## src/rtl/fbmp_pkg.sv

```systemverilog
// ----------------------------------------------------------------------------
// fbmp_pkg
// Widths, matrix type, constant matrices and entry access helpers.
// ----------------------------------------------------------------------------
package fbmp_pkg;

   localparam int INDEX_BITS = 31;
   localparam int WORD_BITS  = 32;

   // products per 2x2 multiply, and the sequencer count that covers issue,
   // drain and writeback
   localparam int PROD_COUNT = 8;
   localparam int CNT_BITS   = 4;

   typedef logic [WORD_BITS-1:0] word_type;

   typedef struct packed {
      word_type e00;
      word_type e01;
      word_type e10;
      word_type e11;
   } mat_type;

   localparam mat_type Q_MATRIX = '{
      e00: word_type'(0), e01: word_type'(1),
      e10: word_type'(1), e11: word_type'(1)
   };

   localparam mat_type UNIT_MATRIX = '{
      e00: word_type'(1), e01: word_type'(0),
      e10: word_type'(0), e11: word_type'(1)
   };

   // idx = {row, col}
   function automatic word_type mat_get(mat_type m, logic [1:0] idx);
      word_type r;
      unique case (idx)
         2'b00:   r = m.e00;
         2'b01:   r = m.e01;
         2'b10:   r = m.e10;
         default: r = m.e11;
      endcase
      return r;
   endfunction

   function automatic mat_type mat_put(mat_type m, logic [1:0] idx, word_type v);
      mat_type r;
      r = m;
      unique case (idx)
         2'b00:   r.e00 = v;
         2'b01:   r.e01 = v;
         2'b10:   r.e10 = v;
         default: r.e11 = v;
      endcase
      return r;
   endfunction

endpackage

```

## src/rtl/fibonacci_by_matrix_power.sv

```systemverilog
// ----------------------------------------------------------------------------
// fibonacci_by_matrix_power
// F(n) mod 2^WORD_BITS by binary exponentiation of [[0,1],[1,1]].
// ----------------------------------------------------------------------------
//
//   channel   ports                         dir   meaning
//   req       req_valid/req_ready, req_n    in    index n of one item
//   rsp       rsp_valid/rsp_ready,          out   F(n), low 32 bits
//             rsp_fib_value
//
// One shared 32x32 multiplier (low half only) does all the work.
// Each 2x2 product runs 8 issues, then a drain and a writeback.
// Per bit of n: a decide step, the multiply into acc when the bit is set,
// then the square; the loop stops once no set bits remain, and the square
// after the top set bit is skipped.
// Reset clears the sequencer and the output valid; no memories to clear.
// req_ready is high only when idle; a waiting result does not block a new
// item, and a finished item holds in the final state until rsp frees.
//
module fibonacci_by_matrix_power (
   input  logic                            clock,
   input  logic                            reset,
   input  logic                            req_valid,
   output logic                            req_ready,
   input  logic [fbmp_pkg::INDEX_BITS-1:0] req_n,
   output logic                            rsp_valid,
   input  logic                            rsp_ready,
   output logic [fbmp_pkg::WORD_BITS-1:0]  rsp_fib_value
);

   typedef enum logic [1:0] {
      ST_IDLE,
      ST_BIT,
      ST_MUL,
      ST_FIN
   } state_type;

   localparam logic [fbmp_pkg::CNT_BITS-1:0] CNT_DRAIN =
      fbmp_pkg::CNT_BITS'(fbmp_pkg::PROD_COUNT);
   localparam logic [fbmp_pkg::CNT_BITS-1:0] CNT_WB =
      fbmp_pkg::CNT_BITS'(fbmp_pkg::PROD_COUNT + 1);

   state_type                         state_ff, state_in;
   fbmp_pkg::mat_type                 acc_ff, acc_in;     // running power product
   fbmp_pkg::mat_type                 pw_ff, pw_in;       // Q^(2^bit)
   fbmp_pkg::mat_type                 res_ff, res_in;     // product being built
   logic [fbmp_pkg::INDEX_BITS-1:0]   n_ff, n_in;         // remaining index bits
   logic [fbmp_pkg::CNT_BITS-1:0]     cnt_ff, cnt_in;
   logic                              to_acc_ff, to_acc_in; // acc*pw, else pw*pw
   fbmp_pkg::word_type                prod_ff, prod_in;
   logic [2:0]                        tag_ff, tag_in;     // {row, col, term}
   logic                              pv_ff, pv_in;       // prod_ff holds a product
   logic                              rsp_valid_ff, rsp_valid_in;
   fbmp_pkg::word_type                value_ff, value_in;

   fbmp_pkg::mat_type                 op_x;
   fbmp_pkg::word_type                a_op, b_op, cur, sum;
   logic [2*fbmp_pkg::WORD_BITS-1:0]  full_prod;

   assign req_ready     = (state_ff == ST_IDLE);
   assign rsp_valid     = rsp_valid_ff;
   assign rsp_fib_value = value_ff;

   always_comb begin
      state_in     = state_ff;
      acc_in       = acc_ff;
      pw_in        = pw_ff;
      res_in       = res_ff;
      n_in         = n_ff;
      cnt_in       = cnt_ff;
      to_acc_in    = to_acc_ff;
      prod_in      = prod_ff;
      tag_in       = tag_ff;
      pv_in        = 1'b0;
      value_in     = value_ff;
      rsp_valid_in = rsp_valid_ff && !rsp_ready;

      // shared multiplier: product p = cnt[2:0] -> X[row][term] * Y[term][col]
      op_x      = to_acc_ff ? acc_ff : pw_ff;
      a_op      = fbmp_pkg::mat_get(op_x, {cnt_ff[2], cnt_ff[0]});
      b_op      = fbmp_pkg::mat_get(pw_ff, {cnt_ff[0], cnt_ff[1]});
      full_prod = a_op * b_op;

      // accumulate the registered product into its entry
      cur = fbmp_pkg::mat_get(res_ff, tag_ff[2:1]);
      sum = tag_ff[0] ? fbmp_pkg::WORD_BITS'(cur + prod_ff) : prod_ff;
      if (pv_ff) begin
         res_in = fbmp_pkg::mat_put(res_ff, tag_ff[2:1], sum);
      end

      unique case (state_ff)
         ST_IDLE: begin
            if (req_valid) begin
               acc_in   = fbmp_pkg::UNIT_MATRIX;
               pw_in    = fbmp_pkg::Q_MATRIX;
               n_in     = req_n;
               state_in = ST_BIT;
            end
         end
         ST_BIT: begin
            if (n_ff == '0) begin
               state_in = ST_FIN;
            end else begin
               to_acc_in = n_ff[0];
               cnt_in    = '0;
               state_in  = ST_MUL;
            end
         end
         ST_MUL: begin
            if (cnt_ff < CNT_DRAIN) begin
               prod_in = full_prod[fbmp_pkg::WORD_BITS-1:0];
               tag_in  = cnt_ff[2:0];
               pv_in   = 1'b1;
               cnt_in  = cnt_ff + 1'b1;
            end else if (cnt_ff == CNT_DRAIN) begin
               cnt_in = CNT_WB;
            end else if (to_acc_ff) begin
               acc_in    = res_ff;
               to_acc_in = 1'b0;
               cnt_in    = '0;
               // no higher set bits: further squaring is not needed
               if (n_ff[fbmp_pkg::INDEX_BITS-1:1] == '0) begin
                  state_in = ST_FIN;
               end
            end else begin
               pw_in    = res_ff;
               n_in     = n_ff >> 1;
               state_in = ST_BIT;
            end
         end
         ST_FIN: begin
            if (!rsp_valid_ff || rsp_ready) begin
               rsp_valid_in = 1'b1;
               value_in     = acc_ff.e01;
               state_in     = ST_IDLE;
            end
         end
         default: state_in = ST_IDLE;
      endcase
   end

   always_ff @(posedge clock) begin
      acc_ff    <= acc_in;
      pw_ff     <= pw_in;
      res_ff    <= res_in;
      n_ff      <= n_in;
      to_acc_ff <= to_acc_in;
      prod_ff   <= prod_in;
      tag_ff    <= tag_in;
      value_ff  <= value_in;
      if (reset) begin
         state_ff     <= ST_IDLE;
         cnt_ff       <= '0;
         pv_ff        <= 1'b0;
         rsp_valid_ff <= 1'b0;
      end else begin
         state_ff     <= state_in;
         cnt_ff       <= cnt_in;
         pv_ff        <= pv_in;
         rsp_valid_ff <= rsp_valid_in;
      end
   end

endmodule

```

## config.mk

```make
export PLATFORM = sky130hd
export DESIGN_NAME = fibonacci_by_matrix_power
export DESIGN_NICKNAME = d
export VERILOG_FILES = /design/src/rtl/fbmp_pkg.sv /design/src/rtl/fibonacci_by_matrix_power.sv
export SDC_FILE = /design/constraint.sdc
export NUM_CORES = 2
export LEC_CHECK = 0
export BUFFER_PORTS_ARGS = -buffer_cell sky130_fd_sc_hd__buf_2
export CAP_MARGIN = 0
export CORE_MARGIN = 2
export CORE_UTILIZATION = 35
export CTS_BUF_LIST = sky130_fd_sc_hd__clkbuf_2
export DETAILED_ROUTE_END_ITERATION = 12
export GPL_ROUTABILITY_DRIVEN = 0
export SLEW_MARGIN = 15
export SYNTH_ARGS = -nofsm -noshare
export SYNTH_HDL_FRONTEND = slang
export SYNTH_SLANG_ARGS = --single-unit
```

## constraint.sdc

```tcl
create_clock -name clock -period 19.65 [get_ports clock]
set_clock_uncertainty 0.1 [all_clocks]
set_input_delay 1.965 -clock clock [delete_from_list [all_inputs] [get_ports clock]]
set_output_delay 1.965 -clock clock [all_outputs]
set_load 0.02 [all_outputs]
```

==> flow_metrics.tcl <==
set metrics [dict create \
    first_pass_iters 8 \
    die_w_um 330 \
    synth.net_count 3881 \
    mostFrequentLayoutCells "483 x edfxtp_1, 458 x inv_1, 409 x fa_1" \
    crit_family "adder cells" \
    syn_area_um2 37300 \
    drc 0 \
    synth.distinct_cells 71 \
    cp_max_fo 45 \
    postLayoutCoreUtil 0.382 \
    path_clk_slew_ps 120 \
    cts-root-buf "clkbuf_2" \
    slowest_delay_ps 630 \
    ant_nets 0 \
    gr-usage-all-layers 0.206 \
    slowest_stage "buf_4" \
    h-tree-depth 3 \
    end_kind "register" \
    std_cell_rows 119 \
    hpwl_um 82700 \
    synth-edff-count 483 \
    vias 25427 \
    synth-seq-cells 491 \
    drt_wl_total_um 111000 \
    hold_class "register to register" \
    clk_latency_ps 1120 \
    tns_ps 0 \
    period_needed_ps 10080 \
    status "complete, no violations" \
    instances_no_fill 4847 \
    place_inst 4653 \
    max_clock_freq_mhz 99.2 \
    drive_above_1_share 0.120 \
    wl_per_cell_um 23.0 \
    io_buffer_count 68 \
    final_common_cell "edfxtp_1" \
    tightest_slew_ps 1210 \
    viasPerCell 5.25 \
    cts_hold_buf 0 \
    finalHoldViolations 0 \
    post_cts_resized 0 \
    period_share 0.513 \
    cts_buffer_depth 3 \
    tritoncts "yes" \
    core_um2 105000 \
    ios 69 \
    ys_seq_area_frac 0.393 \
    grt_max_degree 146 \
    clock_sinks 491 \
    critPathBufInv 9 \
    worst-setup-path-type "register to register" \
    ys_async_sr_fraction 0 \
    antenna_found_initial 7 \
    cp.arrival_ps 10760 \
    die_height_um 330 \
    overflow 0 \
    setup_viol 0 \
    rsz0062_at_grt "false" \
    fin_ws_ps 9570 \
    grt_pass1_vias 26149 \
    cts_setup_buffers 0 \
    crit_required_ps 20330 \
    start_kind "register" \
    place_ws_ps 9680 \
    dieArea_um2 109000 \
    yosys_warnings 0 \
    start_util 0.354 \
    grt_pass1_wl_um 167000 \
    dr.first_iter.drc_count 2706 \
    synth_area_per_cell_um2 11.4 \
    maxCapViolCount 0 \
    ys.flop_type "edfxtp_1" \
    syn_inst 3278 \
    area_growth_pct 7.93 \
    finalNetCount 3974 \
    slew_headroom 0.192 \
    cts_made_buffers 107 \
    final_max_slew_viol_count 0 \
]
## worst paths after layout
path | startpoint | to | slack, ps | cells after the start
worst max-delay path | cnt_ff[0]$_SDFFE_PP0P_ | prod_ff[20]$_DFFE_PP_ | 9570 | 31
worst min-delay path | acc_ff[92]$_SDFFCE_PN0P_ | rsp_fib_value[28]$_DFFE_PP_ | 310 | 0
worst max register to register | cnt_ff[0]$_SDFFE_PP0P_ | prod_ff[20]$_DFFE_PP_ | 9570 | 31
worst min register to register | acc_ff[92]$_SDFFCE_PN0P_ | rsp_fib_value[28]$_DFFE_PP_ | 310 | 0
## synth_stat cells, drive strengths merged (7+ instances only)
master	count	area, um^2
edfxtp	483	14500
inv	459	1720
fa	409	8190
nand2	404	1520
nor2	346	1300
ha	159	1990
and2	158	988
clkbuf	104	394
a21oi	91	455
xnor2	76	666
mux4	65	1470
mux2i	56	561
buf	44	265
a21o	41	308
o21ai	41	205
nand2b	33	206
a222oi	30	300
a22oi	29	223
nand3	26	130
mux2	23	259
xor2	20	175
nor3	17	85.1
nor2b	14	87.6
a211oi	13	97.6
a31oi	12	75.1
o21a	11	82.6
or2	11	68.8
o31ai	9	67.6
and3	8	50.1
dfxtp	8	160
nor4	8	50.1
a211o	7	61.3
nand4	7	43.8
o21bai	7	52.6
## logic make-up (layout without fill, tap and decap cells)
kind of cell	count (synthesis)	count (layout)	share of synthesized area
adders and majority gates	568	568	0.273
and+or+nand+nor	1044	1044	0.124
buffers and inverters	608	782	0.0640
other	0	4	0
AOI/OAI and AO/OA	322	322	0.0592
xor gates and xnor gates	101	101	0.0256
muxes	144	144	0.0613
DFF	491	491	0.393
## registers in the layout, summed over array words and instances, names as in the netlist, 2 cells and up
register / flops
tag_ff: 3
acc_ff: 128
prod_ff: 32
pw_ff: 128
res_ff: 128
state_ff: 2
n_ff: 31
cnt_ff: 4
rsp_fib_value: 32
## worst register-to-register path, delay by kind of cell (launching register included)
kind | cells | cell delay, ps
adders and majority gates | 10 | 4430
AOI/OAI and AO/OA | 7 | 1980
xor gates and xnor gates | 1 | 520
and+or+nand+nor | 4 | 540
DFF | 1 | 480
buffers and inverters | 9 | 1700
## area by class of cell
type | instances | area [um^2]
diodes | 4 | 10.0
clock buffers | 145 | 726
clock inverters | 45 | 208
fillers | 10342 | 65200
inverters | 460 | 1730
multi-input cells | 2179 | 20300
flip-flops and latches | 491 | 14700
well taps | 1391 | 1740
repair buffers | 132 | 833
## stage by stage
stage,area (um^2),hold slack (ps)
after floorplan,37300,303
after CTS,40200,292
after global routing,40200,291
after global placement,39300,331
final,40200,310
after detailed placement,39300,350
## per-layer routing
layer / GRT usage / vias up / wire length (um)
met5: 0 / - / 51
li1: - / 11103 / -
met3: 0.0351 / 197 / 9900
met2: 0.326 / 1147 / 51000
met1: 0.290 / 12976 / 47100
met4: 0.0665 / 4 / 3510
Power is left out: the tool's default activity adds up to more than one toggle a clock period on the data nets, which glitch-free logic cannot reach.
